## src/rtl/core/mie_pkg.sv

```systemverilog
`timescale 1ns / 1ps
// ----------------------------------------------------------------------------
// mie_pkg: shared types and microcode for the modular inverse unit
// Widths, micro-operation codes, jump conditions and the control store.
// ----------------------------------------------------------------------------
package mie_pkg;

    // Operand width of value, modulus and inverse
    localparam int WIDTH = 16;
    // Coefficients are signed and bounded by the modulus; two spare bits
    localparam int CW    = WIDTH + 2;
    // Division step counter
    localparam int CNT_W = $clog2(WIDTH);

    // Micro-program counter
    localparam int PC_W  = 3;
    localparam int OP_W  = 3;
    localparam int CND_W = 3;

    // Datapath operations
    localparam logic [OP_W-1:0] OP_WAIT   = 3'd0;
    localparam logic [OP_W-1:0] OP_NOP    = 3'd1;
    localparam logic [OP_W-1:0] OP_DINIT  = 3'd2;
    localparam logic [OP_W-1:0] OP_DSTEP  = 3'd3;
    localparam logic [OP_W-1:0] OP_UPDATE = 3'd4;
    localparam logic [OP_W-1:0] OP_FIXNEG = 3'd5;
    localparam logic [OP_W-1:0] OP_FINISH = 3'd6;

    // Jump conditions
    localparam logic [CND_W-1:0] CND_NEXT      = 3'd0;
    localparam logic [CND_W-1:0] CND_ALWAYS    = 3'd1;
    localparam logic [CND_W-1:0] CND_NOT_START = 3'd2;
    localparam logic [CND_W-1:0] CND_R1_ZERO   = 3'd3;
    localparam logic [CND_W-1:0] CND_CNT_NZ    = 3'd4;

    // Program addresses
    localparam logic [PC_W-1:0] PC_WAIT   = 3'd0;
    localparam logic [PC_W-1:0] PC_TEST   = 3'd1;
    localparam logic [PC_W-1:0] PC_DINIT  = 3'd2;
    localparam logic [PC_W-1:0] PC_DSTEP  = 3'd3;
    localparam logic [PC_W-1:0] PC_UPDATE = 3'd4;
    localparam logic [PC_W-1:0] PC_FIXNEG = 3'd5;
    localparam logic [PC_W-1:0] PC_FINISH = 3'd6;

    typedef struct packed {
        logic [OP_W-1:0]  op;
        logic [CND_W-1:0] cond;
        logic [PC_W-1:0]  target;
    } mie_uword_t;

    typedef struct packed {
        logic start;
        logic r1_zero;
        logic cnt_zero;
    } mie_status_t;

    // Control store
    function automatic mie_uword_t mie_rom(input logic [PC_W-1:0] pc);
        mie_uword_t w;
        case (pc)
            PC_WAIT:   w = '{op: OP_WAIT,   cond: CND_NOT_START, target: PC_WAIT};
            PC_TEST:   w = '{op: OP_NOP,    cond: CND_R1_ZERO,   target: PC_FIXNEG};
            PC_DINIT:  w = '{op: OP_DINIT,  cond: CND_NEXT,      target: PC_WAIT};
            PC_DSTEP:  w = '{op: OP_DSTEP,  cond: CND_CNT_NZ,    target: PC_DSTEP};
            PC_UPDATE: w = '{op: OP_UPDATE, cond: CND_ALWAYS,    target: PC_TEST};
            PC_FIXNEG: w = '{op: OP_FIXNEG, cond: CND_NEXT,      target: PC_WAIT};
            PC_FINISH: w = '{op: OP_FINISH, cond: CND_ALWAYS,    target: PC_WAIT};
            default:   w = '{op: OP_NOP,    cond: CND_ALWAYS,    target: PC_WAIT};
        endcase
        return w;
    endfunction

endpackage

```

## src/rtl/core/mie_sequencer.sv

```systemverilog
`timescale 1ns / 1ps
// ----------------------------------------------------------------------------
// mie_sequencer: micro-program counter and control store
// Fetch one control word per cycle; advance or jump on datapath status.
// ----------------------------------------------------------------------------
module mie_sequencer
(
    input  logic                 clk,
    input  logic                 rst_n,
    input  mie_pkg::mie_status_t status,
    output mie_pkg::mie_uword_t  uword
);
    import mie_pkg::*;

    logic [PC_W-1:0] pc_reg;
    logic [PC_W-1:0] pc_next;
    logic            take;

    assign uword = mie_rom(pc_reg);

    always_comb
    begin
        case (uword.cond)
            CND_NEXT:      take = 1'b0;
            CND_ALWAYS:    take = 1'b1;
            CND_NOT_START: take = !status.start;
            CND_R1_ZERO:   take = status.r1_zero;
            CND_CNT_NZ:    take = !status.cnt_zero;
            default:       take = 1'b1;
        endcase
        pc_next = take ? uword.target : pc_reg + 1'b1;
    end

    always_ff @(posedge clk or negedge rst_n)
    begin
        if (!rst_n)
        begin
            pc_reg <= PC_WAIT;
        end
        else
        begin
            pc_reg <= pc_next;
        end
    end

endmodule

```

## src/rtl/core/modular_inverse_ext_euclid_unit.sv

```systemverilog
`timescale 1ns / 1ps
// ----------------------------------------------------------------------------
// modular_inverse_ext_euclid_unit: modular inverse by extended Euclid
// Microcoded datapath: restoring divider, coefficient update, final reduce.
// ----------------------------------------------------------------------------
//
//  channel   direction  handshake              payload
//  request   in         start & !busy          value, modulus
//  result    out        done (one-cycle pulse)  inverse
//
//  One request at a time. Each Euclid iteration runs the test, the divider
//  set-up, WIDTH restoring division steps and the update; a request is
//  taken in the wait state, runs k such iterations, then the final test,
//  the sign fix and the finish, with at most 23 iterations for 16-bit operands.
//  All iterations share the one bit-serial divider.
//  Reset clears the micro-program counter and the result strobe only.
//  The receiver cannot stall: inverse is valid in the cycle done is high.
// ----------------------------------------------------------------------------
module modular_inverse_ext_euclid_unit
(
    input  logic                       clk,
    input  logic                       rst_n,
    input  logic                       start,
    input  logic [mie_pkg::WIDTH-1:0]  value,
    input  logic [mie_pkg::WIDTH-1:0]  modulus,
    output logic                       busy,
    output logic                       done,
    output logic [mie_pkg::WIDTH-1:0]  inverse
);
    import mie_pkg::*;

    mie_uword_t  uword;
    mie_status_t status;

    // Euclid remainders, copy of the modulus
    logic [WIDTH-1:0] r0_reg, r0_next;
    logic [WIDTH-1:0] r1_reg, r1_next;
    logic [WIDTH-1:0] m_reg,  m_next;
    // Coefficients of value, two's complement
    logic [CW-1:0]    c0_reg, c0_next;
    logic [CW-1:0]    c1_reg, c1_next;
    // Divider: partial remainder, running q * c1, step counter
    logic [WIDTH-1:0] rem_reg, rem_next;
    logic [CW-1:0]    t_reg,   t_next;
    logic [CNT_W-1:0] cnt_reg, cnt_next;
    // Result
    logic [WIDTH-1:0] inv_reg, inv_next;
    logic             done_reg, done_next;

    // One restoring division step
    logic [WIDTH:0]   rem_sh;
    logic [WIDTH+1:0] trial;
    logic             qbit;
    logic [CW-1:0]    m_ext;
    logic [CW-1:0]    c0_sub;

    mie_sequencer u_seq
    (
        .clk    (clk),
        .rst_n  (rst_n),
        .status (status),
        .uword  (uword)
    );

    assign status.start    = start;
    assign status.r1_zero  = (r1_reg == '0);
    assign status.cnt_zero = (cnt_reg == '0);

    assign busy    = (uword.op != OP_WAIT);
    assign done    = done_reg;
    assign inverse = inv_reg;

    always_comb
    begin
        // Shift in the next dividend bit and try the subtraction
        rem_sh = {rem_reg, r0_reg[WIDTH-1]};
        trial  = {1'b0, rem_sh} - {2'b00, r1_reg};
        qbit   = !trial[WIDTH+1];
        m_ext  = {2'b00, m_reg};
        c0_sub = c0_reg - m_ext;

        r0_next   = r0_reg;
        r1_next   = r1_reg;
        m_next    = m_reg;
        c0_next   = c0_reg;
        c1_next   = c1_reg;
        rem_next  = rem_reg;
        t_next    = t_reg;
        cnt_next  = cnt_reg;
        inv_next  = inv_reg;
        done_next = 1'b0;

        case (uword.op)
            OP_WAIT:
            begin
                // Take a new request
                if (start)
                begin
                    r0_next = value;
                    r1_next = modulus;
                    m_next  = modulus;
                    c0_next = CW'(1);
                    c1_next = '0;
                end
            end
            OP_DINIT:
            begin
                rem_next = '0;
                t_next   = '0;
                cnt_next = CNT_W'(WIDTH - 1);
            end
            OP_DSTEP:
            begin
                // Quotient bits arrive MSB first: accumulate q * c1 alongside
                rem_next = qbit ? trial[WIDTH-1:0] : rem_sh[WIDTH-1:0];
                r0_next  = {r0_reg[WIDTH-2:0], qbit};
                t_next   = {t_reg[CW-2:0], 1'b0} + (qbit ? c1_reg : '0);
                cnt_next = cnt_reg - 1'b1;
            end
            OP_UPDATE:
            begin
                // Advance the remainder and coefficient pairs
                r0_next = r1_reg;
                r1_next = rem_reg;
                c0_next = c1_reg;
                c1_next = c0_reg - t_reg;
            end
            OP_FIXNEG:
            begin
                if (c0_reg[CW-1])
                begin
                    c0_next = c0_reg + m_ext;
                end
            end
            OP_FINISH:
            begin
                // Coefficient is now in 0..modulus; fold modulus itself to 0
                if (m_reg == '0)
                begin
                    inv_next = '0;
                end
                else if (c0_reg >= m_ext)
                begin
                    inv_next = c0_sub[WIDTH-1:0];
                end
                else
                begin
                    inv_next = c0_reg[WIDTH-1:0];
                end
                done_next = 1'b1;
            end
            default:
            begin
                // hold
            end
        endcase
    end

    always_ff @(posedge clk or negedge rst_n)
    begin
        if (!rst_n)
        begin
            done_reg <= 1'b0;
        end
        else
        begin
            done_reg <= done_next;
        end
    end

    always_ff @(posedge clk)
    begin
        r0_reg  <= r0_next;
        r1_reg  <= r1_next;
        m_reg   <= m_next;
        c0_reg  <= c0_next;
        c1_reg  <= c1_next;
        rem_reg <= rem_next;
        t_reg   <= t_next;
        cnt_reg <= cnt_next;
        inv_reg <= inv_next;
    end

endmodule
```

## config.mk

```make
export PLATFORM = sky130hd
export DESIGN_NAME = modular_inverse_ext_euclid_unit
export DESIGN_NICKNAME = d
export VERILOG_FILES = /design/src/rtl/core/mie_pkg.sv /design/src/rtl/core/mie_sequencer.sv /design/src/rtl/core/modular_inverse_ext_euclid_unit.sv
export SDC_FILE = /design/constraint.sdc
export NUM_CORES = 1
export LEC_CHECK = 0
export BUFFER_PORTS_ARGS = -buffer_cell sky130_fd_sc_hd__buf_2
export CORE_ASPECT_RATIO = 1.25
export CORE_MARGIN = 2
export CORE_UTILIZATION = 51
export DETAILED_ROUTE_END_ITERATION = 8
export GPL_ROUTABILITY_DRIVEN = 1
export GPL_TIMING_DRIVEN = 0
export PLACE_DENSITY = 0.8
export SYNTH_ARGS = -nofsm -noshare
export SYNTH_HDL_FRONTEND = slang
export SYNTH_SLANG_ARGS = --single-unit
```

## constraint.sdc

```tcl
create_clock -name clk -period 4.35 [get_ports clk]
set_input_delay 0.435 -clock clk [delete_from_list [all_inputs] [get_ports clk]]
set_output_delay 0.435 -clock clk [all_outputs]
set_load 0.05 [all_outputs]
```

### Word level (Yosys, flattened, before mapping)

Cells that the tools add are included.

| word-level totals | value |
|---|---|
| flip-flop bits (word level) | 142 |
| bits in latches | 0 |
| memory bits (writable) | 0 |
| ROM bits | 0 |
| input port bits | 35 |
| output and inout bits | 18 |
| logic and storage cells | 74 |
| memories kept | 0 |

| cells by class | value |
|---|---|
| $add $sub $neg | 7 |
| $mul | 0 |
| div/mod/pow operators | 0 |
| magnitude comparators | 1 |
| eq/ne operators | 16 |
| shift operators | 0 |
| muxes and demuxes | 19 |
| bitwise gates (word level) | 0 |
| reductions and logical operators | 19 |

Operators with widths:

| kind | count |
|---|---|
| $mux W18 | 4 |
| $pmux W18 S2 | 2 |
| $mux W16 | 4 |
| $pmux W16 S2 | 2 |
| $pmux W9 S7 | 1 |
| $pmux W18 S3 | 1 |
| $pmux W16 S3 | 1 |
| $logic_not A16 Y1 | 2 |
| $eq A3 B3 Y1 const B | 7 |
| $add A18 B16 Y18 | 1 |
| $add A18 B18 Y18 | 1 |
| $eq A3 B2 Y1 const B | 6 |
| $ge A18 B16 Y1 | 1 |
| $sub A17 B16 Y18 | 1 |
| $sub A18 B18 Y18 | 1 |
| $sub A16 B16 Y16 | 1 |
| $logic_not A3 Y1 | 3 |
| $reduce_bool A3 Y1 | 3 |
| $pmux W4 S2 | 1 |
| $reduce_and A2 Y1 | 4 |
| $logic_not A4 Y1 | 1 |
| $ne A2 B2 Y1 const B | 2 |
| $pmux W1 S4 | 1 |
| $reduce_bool A2 Y1 | 2 |
| other kinds (7) | 9 |

### Logic depth before layout (Yosys ltp)

| depth | value |
|---|---|
| word-level depth | 5 |
| depth in mapped cells | 19 |
| gate-level depth less buffers | 18 |

### Modules after synthesis

A second synthesis with hierarchy kept.

| second synthesis, totals | value |
|---|---|
| cell total of the unflattened synthesis | 1070 |
| area, all modules | 10193.5 µm² |

By module, submodules not included:

| module | times used | cells an instance | area an instance (µm²) | seq. area each (µm²) |
|---|---|---|---|---|
| modular_inverse_ext_euclid_unit | 1 | 1034 | 9872.0 | 4169.0 |
| mie_sequencer | 1 | 36 | 321.6 | 75.1 |

### Least setup slack after synthesis

Ideal clock, no wire load.

| timing | value |
|---|---|
| path type | register to register |
| start | register r1_reg[1] |
| end | register t_reg[16] (data pin) |
| setup time | 0.266 ns |
| arrival time | 4.295 ns |
| slack | -0.211 ns |
| cell stages (with the launch flop) | 19 |
| path buffers | 1 |
| cells stage by stage | edfxtp_1 -> inv_1 -> ha_1 -> nor2b_1 -> o31ai_1 -> a211oi_2 -> a31oi_1 -> o21ai_2 -> clkbuf_1 -> and2_1 -> ha_1 -> a21o_1 -> a21o_1 -> a2111oi_0 -> nor3_1 -> o32ai_1 -> o21ai_0 -> xnor2_1 -> nor2_1 |

| between the ends | value |
|---|---|
| longest elaborated chain between the ends | 4 |

RTL lines:

| item | RTL line | text |
|---|---|---|
| from (decl) | modular_inverse_ext_euclid_unit.sv:37 | `logic [WIDTH-1:0] r1_reg, r1_next;` |
| from (signal assigned) | modular_inverse_ext_euclid_unit.sv:174 | `r1_reg <= r1_next;` |
| $sub A17 B16 Y18 | modular_inverse_ext_euclid_unit.sv:77 | `trial = {1'b0, rem_sh} - {2'b00, r1_reg};` |
| $mux W18 | modular_inverse_ext_euclid_unit.sv:117 | `t_next = {t_reg[CW-2:0], 1'b0} + (qbit ? c1_reg : '0);` |
| $add A18 B18 Y18 | modular_inverse_ext_euclid_unit.sv:117 |  |
| $pmux W18 S2 | modular_inverse_ext_euclid_unit.sv:93 | `case (uword.op)` |
| to (signal assigned) | modular_inverse_ext_euclid_unit.sv:179 | `t_reg <= t_next;` |
| to (decl) | modular_inverse_ext_euclid_unit.sv:44 | `logic [CW-1:0] t_reg, t_next;` |

No other way between the ends.
A chain may end at the register's enable or synchronous reset.

### Worst setup path after layout

| timing | value |
|---|---|
| start | register rem_reg[0] |
| end | register t_reg[14] (data pin) |

| between the ends | value |
|---|---|
| longest elaborated chain between the ends | 4 |

RTL lines:

| item | RTL line | text |
|---|---|---|
| from (decl) | modular_inverse_ext_euclid_unit.sv:43 | `logic [WIDTH-1:0] rem_reg, rem_next;` |
| from (signal assigned) | modular_inverse_ext_euclid_unit.sv:178 | `rem_reg <= rem_next;` |
| $sub A17 B16 Y18 | modular_inverse_ext_euclid_unit.sv:77 |  |
| $mux W18 | modular_inverse_ext_euclid_unit.sv:117 |  |
| $add A18 B18 Y18 | modular_inverse_ext_euclid_unit.sv:117 |  |
| $pmux W18 S2 | modular_inverse_ext_euclid_unit.sv:93 |  |

No other way between the ends.

==> impl_results.md <==
- Synth cell types: 64
- Total gr overflow: 0
- Worst-path clk slew: 0.07 ns
- Synthesized cell area: 9930 um^2
- Total CTS buffers: 17
- # IOs: 53
- Vias: 8174
- Layout Skew: 0.00943 ns
- Port bufs: 52
- Vias/cell: 5.88
- Fin. max-slew vios: 0
- Final hold violation count: 0
- Gpl congestion: 0.939
- Critical Setup Path Class: flip-flop to flip-flop
- Routed wire per std cell: 17.9 um
- Final period util: 98.7%
- GR Util met1: 29.6%
- Initial Utilization: 51.6%
- Initial DRC Count: 776
- Final setup margin: 0.0569 ns
- Setup crit end: t_reg[14]
- Vias in the first global route: 7752
- Yosys reg bits: 142
- Worst setup EP type: flip-flop
- Layout cells sized above 1: 13.3%
- Slew HR: 39.0%
- Worst r2r path cells: 18
- DP HPWL: 18100 um
- Worst min-delay path class: input pin to flip-flop
- Unrepaired setup endpoints after global routing: yes
- Post-synth top flop: edfxtp_1
- Post-Syn Area per Cell: 9.50 um^2
- Clock root cell: clkbuf_16
- CTS tree: built
- Synth-to-Final Area Change: 15.3%
- Crit-path max FO: 7
- Synthesized instance count: 1045
- Sequential cell area fraction in the yosys report: 42.7%
- Synth top area share: 41.7%
- Largest cells by area after synthesis: edfxtp_1 42%, ha_1 11%, nand2_1 5.3%
- Height of the die: 160 um
- Core Box Area: 19300 um^2
- Initial antenna violation count: 0
- Critical Path Source: rem_reg[0]
- DIE WIDTH: 129 um
- Worst hold slack: 0.202 ns
- Max-cap viol count: 0
- Synth warn: 0
- Most used routing layer: met2
- Worst Tran Pin Value: 0.914 ns
- Row Count: 57
- Ys async rst share: 2.82%
- Final setup violating endpoints: 0
- DRC errors left: 0
- First-pass GRT wire length: 39200 um
- Clock H-tree levels: 4
- Startpoint Class: flip-flop
- Clock Sinks: 142
- Fin crit period: 4.29 ns
- WP data required: 4.52 ns
- EDFF count, synth: 138
- Crit path arrival time: 4.46 ns
- Origin of the worst min-delay path: modulus[3]
- Worst reg2reg path startpoint: rem_reg[0]
- Syn Nets: 1174
- Largest net degree at the start of global routing: 35
- Routed WL: 24900 um
- FMAX: 233 MHz
- Initial DRT Pass Iterations: 5
- R2r setup slk: 0.06 ns
- Clock Latency Late Sink: 0.45 ns
- Die area: 20600 um^2
- R2R Path End: t_reg[14]
- Final nets: 1270
- Status: complete, no violations
- Met2 usage: 41.8%
- Yosys top cell by area: edfxtp_1
- DP Worst Slack: -1.13 ns
- Gr usage total: 24.7%
- Ant diodes: 0
- Post-DRT Antenna Nets: 0
- GR met3 Demand/Resource: 4.09%
- Clock Tree Buf Depth: 2
## per-layer routing
| metal | vias up | wire length (um) |
|---|---|---|
| li1 | 3941 | - |
| met1 | 3841 | 9750 |
| met2 | 336 | 12400 |
| met3 | 56 | 1510 |
| met4 | 0 | 1200 |
| met5 | - | 0 |
## how the worst min path moves through the flow
stage / slack, ns / cells after the start / to
6_report: 0.20 / 1 / m_reg[3]
4_1_cts: 0.19 / 1 / m_reg[3]
3_3_place_gp: 0.24 / 1 / u_seq.pc_reg[2]
3_5_place_dp: 0.24 / 1 / u_seq.pc_reg[0]
5_1_grt: 0.19 / 1 / m_reg[0]
2_1_floorplan: 0.14 / 0 / done
## what timing repair did
item / CTS / global route
buffers inserted: 16 / 9
pin swaps: 6 / 12
gates resized for setup: 19 / 11
hold buffers: 1 / 0
endpoints found under the setup margin: 12 / 8
endpoints found under the hold margin: 4 / 0
## final cells by class
class                   count  area (um^2)
well taps                 236          295
multi-input cells         791         5430
flip-flops and latches    142         4240
clock buffers              17          425
clock inverters            15          153
fillers                  1550         7800
inverters                  77          289
repair buffers             79          478
plain buffers              33          141
## kinds of logic (layout without fill, tap and decap cells)
group	Yosys count	in the layout	synth area share, %
AND/OR/NAND/NOR	372	372	17.3
AO/OA/AOI/OAI	250	250	16.6
flip-flops	142	142	42.7
buffers and inverters	112	221	4.41
adder cells (fa/ha/maj)	94	94	12.2
XOR/XNOR	59	59	5.20
multiplexers	16	16	1.61
## cells in the mapped netlist (6+ instances only)
cell type,n
nand2_1,139
edfxtp_1,138
nor2_1,105
ha_1,89
inv_1,76
a21oi_1,68
o21ai_0,53
xnor2_1,41
clkbuf_1,30
and2_1,23
nor2b_1,20
xor2_1,18
a22oi_1,16
mux2i_1,16
nor3_1,15
a21o_1,14
a211oi_1,12
o21a_1,12
nand2b_1,11
o21bai_1,11
nor4_1,10
a31oi_1,9
or3_1,9
nand3_1,8
and3_1,7
nand4_1,7
o31ai_1,7
a211o_1,6
or2_2,6
## per-stage QoR
stage,cells,utilization (%),setup TNS [ns],cell area [um^2]
2_1_floorplan,1045,-,0,9950
3_5_place_dp,1334,54.7,-8.88,10500
3_3_place_gp,1333,54.5,-8.00,10500
4_1_cts,1383,58.9,0,11300
6_report,1390,59.5,0,11500
5_1_grt,1390,59.5,-0.146,11500
## cell usage in the layout (no fill, tap or decap), types with 7 or more instances in the layout
master       n
nand2_1    138
edfxtp_1   138
nor2_1     103
ha_1        83
inv_1       76
a21oi_1     67
buf_2       54
o21ai_0     52
xnor2_1     41
clkbuf_1    28
buf_4       25
and2_1      23
nor2b_1     19
xor2_1      18
clkbuf_16   17
a22oi_1     16
mux2i_1     16
nor3_1      14
a21o_1      14
o21a_1      12
nand2b_1    11
o21bai_1    11
nor4_1      10
a211oi_1    10
or3_1        9
nand3_1      8
a31oi_1      8
and3_1       7
nand4_1      7
## worst max-delay path: stages (launching register included)
cell	delay, ns
edfxtp_1	0.42
ha_1	0.31
nor2b_2	0.21
o31ai_2	0.09
buf_4	0.15
a211oi_4	0.29
a31oi_4	0.15
o21ai_4	0.29
and2_1	0.21
ha_1	0.24
a21o_1	0.16
a21o_1	0.23
a2111oi_4	0.35
nor3_2	0.12
o32ai_2	0.34
buf_4	0.18
o21bai_1	0.07
xnor2_1	0.14
nor2_1	0.05
Power is not shown: default switching activity piles up to over one toggle a cycle in this logic, so the estimate is an artifact.
